==> config.mk <==
export PLATFORM = sky130hd
export DESIGN_NAME = prob_threshold_overlay
export DESIGN_NICKNAME = d
export VERILOG_FILES = /design/src/rtl/pto_pkg.sv /design/src/rtl/pto_front.sv /design/src/rtl/pto_div_stage.sv /design/src/rtl/pto_back.sv /design/src/rtl/prob_threshold_overlay.sv
export SDC_FILE = /design/constraint.sdc
export NUM_CORES = 2
export LEC_CHECK = 0
export ABC_AREA = 1
export BUFFER_PORTS_ARGS = -buffer_cell sky130_fd_sc_hd__buf_4
export CAP_MARGIN = 0
export CORE_MARGIN = 10
export CORE_UTILIZATION = 35
export DETAILED_ROUTE_END_ITERATION = 10
export PLACE_DENSITY = 0.5
export SYNTH_ARGS = -nofsm -noshare
export SYNTH_HDL_FRONTEND = slang
export SYNTH_SLANG_ARGS = --single-unit
==> constraint.sdc <==
create_clock -name clk -period 11.13 [get_ports clk]
set_clock_uncertainty 0.1 [all_clocks]
set_input_delay 2.226 -clock clk [delete_from_list [all_inputs] [get_ports clk]]
set_output_delay 2.226 -clock clk [all_outputs]
set_load 0.02 [all_outputs]
==> src/rtl/pto_pkg.sv <==
// Shared types and constants of the probability threshold overlay.
package pto_pkg;

  // Field widths.
  localparam int unsigned PROB_W = 17;
  localparam int unsigned PIX_W  = 8;

  // log2(100) in Q24, rounded, and the width of the probability times it.
  localparam int unsigned          LOG_W        = 27;
  localparam logic [LOG_W-1:0]     LOG2_100_Q24 = 27'd111465410;
  localparam int unsigned          PROD_W       = PROB_W + LOG_W;

  // Remainder width of the long division: a divisor in use is at most 2^16.
  localparam int unsigned REM_W = 16;

  // Full-scale threshold, 1.0 in Q1.16.
  localparam logic [PROB_W-1:0] ONE_Q16 = 17'd65536;

  // Table of 2^(-k/16) in Q1.16 for k = 0 .. 16.
  localparam int unsigned TAB_W  = 17;
  localparam int unsigned DIFF_W = 12;
  localparam logic [TAB_W-1:0] POW2_NEG_TAB [17] = '{
    17'd65536, 17'd62757, 17'd60097, 17'd57549, 17'd55109, 17'd52773,
    17'd50535, 17'd48393, 17'd46341, 17'd44376, 17'd42495, 17'd40693,
    17'd38968, 17'd37316, 17'd35734, 17'd34219, 17'd32768
  };

  // Per-pixel information that travels beside the arithmetic.
  typedef struct packed {
    logic             mask;  // pixel lies inside the mask
    logic             chg;   // masked in and probability at or below threshold
    logic             full;  // threshold at or above 1.0
    logic             pz;    // probability is zero
    logic             ovf;   // exponent integer part is 8 or more
    logic [PIX_W-1:0] gray;
  } pto_side_t;

endpackage

==> src/rtl/pto_front.sv <==
// Front end: input capture, probability times log2(100), and division setup.
module pto_front #(
  parameter int unsigned FRAC_BITS = 16
) (
  input  logic                       clk,
  input  logic                       rst_n,
  input  logic                       in_fire,
  input  logic [pto_pkg::PROB_W-1:0] in_probability,
  input  logic                       in_mask_valid,
  input  logic [pto_pkg::PIX_W-1:0]  in_gray_level,
  input  logic [pto_pkg::PROB_W-1:0] thr,
  input  logic [pto_pkg::PROB_W-1:0] dvs,
  output logic                       out_vld,
  output pto_pkg::pto_side_t         out_side,
  output logic [pto_pkg::REM_W-1:0]  out_rem,
  output logic [FRAC_BITS+2:0]       out_nq
);

  localparam int unsigned QW = FRAC_BITS + 3;
  localparam int unsigned SH = 24 - FRAC_BITS;
  localparam int unsigned PW = pto_pkg::PROD_W;
  localparam int unsigned LW = pto_pkg::LOG_W;

  logic                 s1_vld_r;
  logic [PW-1:0]        prod_r;
  pto_pkg::pto_side_t   s1_side_r;
  pto_pkg::pto_side_t   side_nxt;
  pto_pkg::pto_side_t   s2_side_nxt;
  logic                 vld_r;
  pto_pkg::pto_side_t   side_r;
  logic [pto_pkg::REM_W-1:0] rem_r;
  logic [QW-1:0]        nq_r;

  // Flags known at the input beat.
  always_comb begin
    side_nxt      = '0;
    side_nxt.mask = in_mask_valid;
    side_nxt.chg  = in_mask_valid && (in_probability <= thr);
    side_nxt.full = (thr >= pto_pkg::ONE_Q16);
    side_nxt.pz   = (in_probability == '0);
    side_nxt.gray = in_gray_level;
  end

  // Valid bits of the two front stages.
  always_ff @(posedge clk) begin
    if (!rst_n) begin
      s1_vld_r <= 1'b0;
      vld_r    <= 1'b0;
    end else begin
      s1_vld_r <= in_fire;
      vld_r    <= s1_vld_r;
    end
  end

  // Stage one: the product p * log2(100).
  always_ff @(posedge clk) begin
    if (in_fire) begin
      prod_r    <= PW'(in_probability) * PW'(pto_pkg::LOG2_100_Q24);
      s1_side_r <= side_nxt;
    end
  end

  // An exponent of 8 or more shows as a high product part at or above the divisor.
  always_comb begin
    s2_side_nxt     = s1_side_r;
    s2_side_nxt.ovf = (prod_r[PW-1:LW] >= dvs);
  end

  // Stage two: the high product bits seed the remainder and the low bits
  // are the dividend bits still to come.
  always_ff @(posedge clk) begin
    side_r <= s2_side_nxt;
    rem_r  <= prod_r[LW+pto_pkg::REM_W-1:LW];
    nq_r   <= prod_r[LW-1:SH];
  end

  assign out_vld  = vld_r;
  assign out_side = side_r;
  assign out_rem  = rem_r;
  assign out_nq   = nq_r;

endmodule

==> src/rtl/pto_div_stage.sv <==
// One restoring division step: one quotient bit per pipeline stage.
module pto_div_stage #(
  parameter int unsigned QW = 19
) (
  input  logic                       clk,
  input  logic                       rst_n,
  input  logic                       in_vld,
  input  pto_pkg::pto_side_t         in_side,
  input  logic [pto_pkg::REM_W-1:0]  in_rem,
  input  logic [QW-1:0]              in_nq,
  input  logic [pto_pkg::PROB_W-1:0] dvs,
  output logic                       out_vld,
  output pto_pkg::pto_side_t         out_side,
  output logic [pto_pkg::REM_W-1:0]  out_rem,
  output logic [QW-1:0]              out_nq
);

  localparam int unsigned RW = pto_pkg::REM_W;

  logic                 vld_r;
  pto_pkg::pto_side_t   side_r;
  logic [RW-1:0]        rem_r;
  logic [QW-1:0]        nq_r;
  logic [RW:0]          sh;
  logic                 ge;
  logic [RW-1:0]        rem_nxt;

  // Bring down the next dividend bit and subtract the divisor if it fits.
  always_comb begin
    sh      = {in_rem, in_nq[QW-1]};
    ge      = (sh >= dvs);
    rem_nxt = ge ? RW'(sh - dvs) : RW'(sh);
  end

  always_ff @(posedge clk) begin
    if (!rst_n) begin
      vld_r <= 1'b0;
    end else begin
      vld_r <= in_vld;
    end
  end

  // Dividend bits shift out at the top while quotient bits enter at the bottom.
  always_ff @(posedge clk) begin
    side_r <= in_side;
    rem_r  <= rem_nxt;
    nq_r   <= {in_nq[QW-2:0], ge};
  end

  assign out_vld  = vld_r;
  assign out_side = side_r;
  assign out_rem  = rem_r;
  assign out_nq   = nq_r;

endmodule

==> src/rtl/pto_back.sv <==
// Back end: table interpolation of 2^-r, scaling by 255 and output select.
module pto_back #(
  parameter int unsigned FRAC_BITS = 16
) (
  input  logic                      clk,
  input  logic                      rst_n,
  input  logic                      in_vld,
  input  pto_pkg::pto_side_t        in_side,
  input  logic [FRAC_BITS+2:0]      in_q,
  output logic                      out_strobe,
  output logic [pto_pkg::PIX_W-1:0] out_binary_red,
  output logic [pto_pkg::PIX_W-1:0] out_mapped_red,
  output logic [pto_pkg::PIX_W-1:0] out_green_level,
  output logic [pto_pkg::PIX_W-1:0] out_blue_level,
  output logic                      out_is_change
);

  localparam int unsigned QW  = FRAC_BITS + 3;
  localparam int unsigned RMW = FRAC_BITS - 4;
  localparam int unsigned TW  = pto_pkg::TAB_W;
  localparam int unsigned DW  = pto_pkg::DIFF_W;
  localparam int unsigned MW  = DW + RMW;
  localparam int unsigned SW  = TW + 8;
  localparam int unsigned XW  = pto_pkg::PIX_W;

  logic [3:0]           idx;
  logic [RMW-1:0]       rm;
  logic [TW-1:0]        hi;
  logic [TW-1:0]        lo;
  logic [DW-1:0]        diff;
  logic                 b1_vld_r;
  pto_pkg::pto_side_t   b1_side_r;
  logic [TW-1:0]        hi_r;
  logic [2:0]           n_r;
  logic [MW-1:0]        ip_r;
  logic [TW-1:0]        t;
  logic [SW-1:0]        scaled;
  logic [SW-1:0]        shifted;
  logic [XW-1:0]        map_val;
  logic [XW-1:0]        bred_nxt;
  logic [XW-1:0]        mred_nxt;
  logic [XW-1:0]        gray_nxt;
  logic                 strobe_r;
  logic [XW-1:0]        bred_r;
  logic [XW-1:0]        mred_r;
  logic [XW-1:0]        green_r;
  logic [XW-1:0]        blue_r;
  logic                 chg_r;

  // Table neighbors around the top four fraction bits.
  always_comb begin
    idx  = in_q[FRAC_BITS-1:FRAC_BITS-4];
    rm   = in_q[RMW-1:0];
    hi   = pto_pkg::POW2_NEG_TAB[5'(idx)];
    lo   = pto_pkg::POW2_NEG_TAB[5'(idx) + 5'd1];
    diff = DW'(hi - lo);
  end

  always_ff @(posedge clk) begin
    if (!rst_n) begin
      b1_vld_r <= 1'b0;
      strobe_r <= 1'b0;
    end else begin
      b1_vld_r <= in_vld;
      strobe_r <= b1_vld_r;
    end
  end

  // Stage one: the interpolation product.
  always_ff @(posedge clk) begin
    b1_side_r <= in_side;
    hi_r      <= hi;
    n_r       <= in_q[QW-1:QW-3];
    ip_r      <= MW'(diff) * MW'(rm);
  end

  // Stage two: 255 * t shifted down by 16 + n, then the output selection.
  always_comb begin
    t       = hi_r - TW'(ip_r >> RMW);
    scaled  = {t, 8'd0} - SW'(t);
    shifted = scaled >> n_r;
    if (b1_side_r.full) begin
      map_val = b1_side_r.pz ? 8'hFF : 8'h00;
    end else if (b1_side_r.ovf) begin
      map_val = 8'h00;
    end else begin
      map_val = shifted[23:16];
    end
    gray_nxt = b1_side_r.mask ? b1_side_r.gray : 8'h00;
    bred_nxt = b1_side_r.chg ? 8'hFF : gray_nxt;
    mred_nxt = b1_side_r.chg ? map_val : gray_nxt;
  end

  always_ff @(posedge clk) begin
    bred_r  <= bred_nxt;
    mred_r  <= mred_nxt;
    green_r <= gray_nxt;
    blue_r  <= gray_nxt;
    chg_r   <= b1_side_r.chg;
  end

  assign out_strobe      = strobe_r;
  assign out_binary_red  = bred_r;
  assign out_mapped_red  = mred_r;
  assign out_green_level = green_r;
  assign out_blue_level  = blue_r;
  assign out_is_change   = chg_r;

endmodule

==> src/rtl/prob_threshold_overlay.sv <==
// Top level of the probability threshold overlay pipeline.
//
// One pixel beat enters when start is high and busy is low: a Q1.16
// probability, a mask bit and a gray byte. Each beat gives exactly one
// result beat, shown for one cycle with out_strobe high; the receiver
// cannot stall, so the pipeline never holds.
// Each pixel passes the front stages, the division chain and the back
// stages; the long division of p * log2(100) by (1 - threshold) costs
// one stage per quotient bit. Throughput is one pixel per cycle, back to
// back. The threshold is written through cfg_wr_en / cfg_wr_data; the
// user must write it only while no pixel is in flight, which the block
// does not enforce. Reset sets the threshold to 0.5 and empties the
// pipeline; busy stays high during reset and for one cycle after it.
module prob_threshold_overlay #(
  parameter int unsigned FRAC_BITS = 16
) (
  input  logic                       clk,
  input  logic                       rst_n,
  input  logic                       start,
  output logic                       busy,
  input  logic [pto_pkg::PROB_W-1:0] in_probability,
  input  logic                       in_mask_valid,
  input  logic [pto_pkg::PIX_W-1:0]  in_gray_level,
  input  logic                       cfg_wr_en,
  input  logic [pto_pkg::PROB_W-1:0] cfg_wr_data,
  output logic                       out_strobe,
  output logic [pto_pkg::PIX_W-1:0]  out_binary_red,
  output logic [pto_pkg::PIX_W-1:0]  out_mapped_red,
  output logic [pto_pkg::PIX_W-1:0]  out_green_level,
  output logic [pto_pkg::PIX_W-1:0]  out_blue_level,
  output logic                       out_is_change
);

  localparam int unsigned QW  = FRAC_BITS + 3;
  localparam int unsigned LAT = QW + 4;
  localparam int unsigned PW  = pto_pkg::PROB_W;
  localparam int unsigned RW  = pto_pkg::REM_W;

  logic                 busy_r;
  logic                 in_fire;
  logic [PW-1:0]        thr_r;
  logic [PW-1:0]        dvs_r;
  logic [PW-1:0]        dvs_nxt;

  logic                 dv_vld  [QW+1];
  pto_pkg::pto_side_t   dv_side [QW+1];
  logic [RW-1:0]        dv_rem  [QW+1];
  logic [QW-1:0]        dv_nq   [QW+1];

  assign busy    = busy_r || !rst_n;
  assign in_fire = start && !busy;

  // Busy covers reset and the first cycle after it.
  always_ff @(posedge clk) begin
    if (!rst_n) begin
      busy_r <= 1'b1;
    end else begin
      busy_r <= 1'b0;
    end
  end

  // Threshold register and the divisor 1 - threshold; at or above 1.0 the divisor
  // is unused since the full-scale limit applies.
  assign dvs_nxt = PW'(18'(pto_pkg::ONE_Q16) - 18'(cfg_wr_data));

  always_ff @(posedge clk) begin
    if (!rst_n) begin
      thr_r <= 17'd32768;
      dvs_r <= 17'd32768;
    end else if (cfg_wr_en) begin
      thr_r <= cfg_wr_data;
      dvs_r <= dvs_nxt;
    end
  end

  pto_front #(
    .FRAC_BITS (FRAC_BITS)
  ) u_front (
    .clk            (clk),
    .rst_n          (rst_n),
    .in_fire        (in_fire),
    .in_probability (in_probability),
    .in_mask_valid  (in_mask_valid),
    .in_gray_level  (in_gray_level),
    .thr            (thr_r),
    .dvs            (dvs_r),
    .out_vld        (dv_vld[0]),
    .out_side       (dv_side[0]),
    .out_rem        (dv_rem[0]),
    .out_nq         (dv_nq[0])
  );

  // Division chain: one stage per quotient bit.
  for (genvar i = 0; i < QW; i++) begin : g_div
    pto_div_stage #(
      .QW (QW)
    ) u_stage (
      .clk      (clk),
      .rst_n    (rst_n),
      .in_vld   (dv_vld[i]),
      .in_side  (dv_side[i]),
      .in_rem   (dv_rem[i]),
      .in_nq    (dv_nq[i]),
      .dvs      (dvs_r),
      .out_vld  (dv_vld[i+1]),
      .out_side (dv_side[i+1]),
      .out_rem  (dv_rem[i+1]),
      .out_nq   (dv_nq[i+1])
    );
  end

  pto_back #(
    .FRAC_BITS (FRAC_BITS)
  ) u_back (
    .clk             (clk),
    .rst_n           (rst_n),
    .in_vld          (dv_vld[QW]),
    .in_side         (dv_side[QW]),
    .in_q            (dv_nq[QW]),
    .out_strobe      (out_strobe),
    .out_binary_red  (out_binary_red),
    .out_mapped_red  (out_mapped_red),
    .out_green_level (out_green_level),
    .out_blue_level  (out_blue_level),
    .out_is_change   (out_is_change)
  );

  // The final remainder is not needed.
  logic unused_rem;
  assign unused_rem = ^dv_rem[QW];

`ifndef SYNTHESIS
  // Every accepted beat comes out as exactly one result strobe, and no strobe comes without one.
  a_latency: assert property (@(posedge clk) disable iff (!rst_n)
    out_strobe == $past(in_fire, LAT))
    else $error("result strobe does not match an accepted beat");

  // A pixel that is not a change pixel carries gray or zero on all colors.
  a_no_change: assert property (@(posedge clk) disable iff (!rst_n)
    out_strobe && !out_is_change |->
      out_binary_red == out_green_level && out_mapped_red == out_green_level &&
      out_blue_level == out_green_level)
    else $error("colors differ on a pixel that is not a change pixel");

  // A change pixel has full binary red and matching green and blue.
  a_change: assert property (@(posedge clk) disable iff (!rst_n)
    out_strobe && out_is_change |->
      out_binary_red == 8'hFF && out_blue_level == out_green_level)
    else $error("change pixel with wrong binary red or green and blue");

  // Busy drops once reset has been gone for a cycle.
  a_busy: assert property (@(posedge clk)
    rst_n && $past(rst_n) |-> !busy)
    else $error("busy high outside reset");
`endif

endmodule

==> impl_metrics.toml <==
[die]
ios = 82
start_util = 0.351
die-width_um = 416
fp.coreArea_um2 = 156000
num_rows = 145
die_h_um = 416
die-area_um2 = 173000

[worst_setup_path]
crit_type = "reg2reg"
required_ns = 11.66
arrival_ns = 9.51
path_max_fanout = 15
critPathCaptureType = "flip-flop"
cpPeakStageDelay_ns = 0.60
cp-start-kind = "flip-flop"
crit_top_cell = "nand2_1"
rr_worst_depth = 40
slowest_stage = "dfxtp_1"

[layout]
syn_to_final_growth_pct = 13.1
drive_gt1_frac = 0.0653
nNetsFinal = 6958
finalNonFillerCells = 8180
layout_commonest_cell = "dfxtp_1"
final_cell_mix = "dfxtp_1, nand2_1, a21oi_1"

[sta]
fmax_mhz = 111
setup_viol = 0
layout_setup_ws_ns = 2.15
worst_pin_slew_ns = 1.26
hold_violations = 0
min_period_ns = 8.98
rsz0062_at_grt = "false"
slew_headroom = 0.158
period_share = 0.807
setup-tns-final_ns = 0
drv_slew = 0

[drt]
ant_nets = 0
drcViolationCount = 0
viasPerCell = 4.75
drt-initial-drc-count = 2082
firstDrtPassIters = 5
routed_wl_mm = 132
wire_per_inst_um = 16.2
num_vias = 38800

[placement]
place_congestion = 0.873
dpl.hpwl_mm = 101
dpl.cell_count = 7965
dp_slack_ns = 2.15
io_buffers = 81

[clock_tree]
ctsHoldBuffers = 0
clock_path_buffers = 3
worstSkewPairLatency_ns = 0.76
cts-resized-gates = 0
clkSlewWorstSetupHoldPaths_ns = 0.06
root_buffer = "clkbuf_16"
cts_sinks = 1119
cts_max_level = 3
postCtsSetupBuffers = 0
numCtsBuffers = 116
cts_tree = "built"

[min_path]
hold_depth = 0
hp-class = "reg2reg"

[global_route]
grt_pass1_wl_mm = 209
grt_pass1_vias = 38800
grt_max_degree = 49
grt_antenna_before_repair = 2
gr-total-overflow = 0
grt_use_total = 0.150

[logic_synthesis]
yosys.area.top_type_share = 0.392
synth_seq_cells = 1119
ys_types = 70
synth_async_sr_flop_share = 0
synth-edff-count = 48
synthesis.nets = 6822
ys_warn_count = 0
netlist_instances = 5889
synth-main-ff-cell = "dfxtp_1"
syn_avg_cell_area_um2 = 9.30
ys_top_cells_by_area = "dfxtp_1, ha_1, fa_1, a21oi_1, nand2_1"
synth.largest_area_cell = "dfxtp_1"
seq_area_frac_synth = 0.418
synth_area_um2 = 54800

[flow_run]
drv_cap = 0

[run_status]
outcome = "finished, final reports clean"
[state kept, by name, indices dropped and copies added, names as in the netlist, 17 cells and up]
| name | cells |
|---|---|
| g_div.u_stage.out_nq | 361 |
| g_div.u_stage.out_rem | 288 |
| g_div.u_stage.out_side | 247 |
| u_front.prod_r | 36 |
| g_div.u_stage.out_vld | 19 |
| u_front.out_nq | 19 |
| thr_r | 17 |
| u_back.hi_r | 17 |
[Yosys cell counts (5+ instances only)]
cell,count
a21boi_0,5
a21o_1,15
a21oi_1,668
a21oi_2,16
a221oi_1,22
a31oi_1,34
buf_2,11
buf_4,13
clkbuf_1,64
clkinv_1,7
dfxtp_1,1071
edfxtp_1,48
fa_1,251
ha_1,635
inv_1,653
nand2_1,783
nand2_2,19
nand3_1,191
nand3b_1,7
nand4_1,62
nor2_1,545
nor2_2,5
nor3_1,33
nor4_1,26
o2111ai_1,6
o211ai_1,21
o21a_1,5
o21ai_0,253
o21ai_1,8
o21ai_2,7
o21bai_1,9
or2_2,14
or3_1,8
xnor2_1,170
xor2_1,138
[per-stage QoR]
step / cell area, um2 / hold slack, ns / utilization
6_report: 61900 / 0.188 / 0.397
4_1_cts: 61900 / 0.191 / 0.397
3_5_place_dp: 57700 / 0.212 / 0.370
5_1_grt: 61900 / 0.208 / 0.397
3_3_place_gp: 57700 / 0.210 / 0.370
2_1_floorplan: 54800 / 0.210 / -
[worst paths after layout]
kind                                        startpoint                                   end  slack [ns]
hold / removal    g_div[13].u_stage.out_nq[15]$_DFF_P_  g_div[14].u_stage.out_nq[16]$_DFF_P_        0.19
setup reg to reg  g_div[18].u_stage.out_nq[12]$_DFF_P_               u_back.ip_r[20]$_DFF_P_        2.15
hold reg to reg   g_div[13].u_stage.out_nq[15]$_DFF_P_  g_div[14].u_stage.out_nq[16]$_DFF_P_        0.19
setup / recovery  g_div[18].u_stage.out_nq[12]$_DFF_P_               u_back.ip_r[20]$_DFF_P_        2.15
[routing by layer]
metal | up-vias | global-route usage | share of wire
li1 | 19800 | - | -
met2 | 605 | 0.265 | 0.49
met3 | 182 | 0.0206 | 0.034
met4 | 0 | 0.0456 | 0.025
met1 | 18200 | 0.189 | 0.45
met5 | - | 0 | 0
[cell families after synthesis]
| logic type | Yosys count | share of synthesized area |
|---|---|---|
| AO/OA/AOI/OAI | 1103 | 0.110 |
| XOR/XNOR | 310 | 0.0499 |
| adder cells (fa/ha/maj) | 886 | 0.237 |
| buffers and inverters | 757 | 0.0536 |
| flip-flops | 1119 | 0.418 |
| AND/OR/NAND/NOR | 1714 | 0.131 |
[final cells by class]
| type | count | area [um2] |
|---|---|---|
| diodes | 1 | 2.50 |
| clock buffers | 164 | 3420 |
| clock inverters | 50 | 769 |
| fillers | 15500 | 93900 |
| inverters | 664 | 2490 |
| multi-input cells | 4013 | 29000 |
| flip-flops and latches | 1119 | 22900 |
| well taps | 2058 | 2570 |
| repair buffers | 111 | 833 |
[worst max-delay path: cells and delay by family, from the launching register on]
kind / cells / cell delay [ns]
AO/OA/AOI/OAI: 11 / 1.77
XOR/XNOR: 1 / 0.15
adder cells (fa/ha/maj): 9 / 4.14
buffers and inverters: 6 / 0.57
flip-flops: 1 / 0.60
AND/OR/NAND/NOR: 13 / 1.52
Power is left out: the tool's default activity adds up to more than one toggle a clock period on the data nets, which glitch-free logic cannot reach.
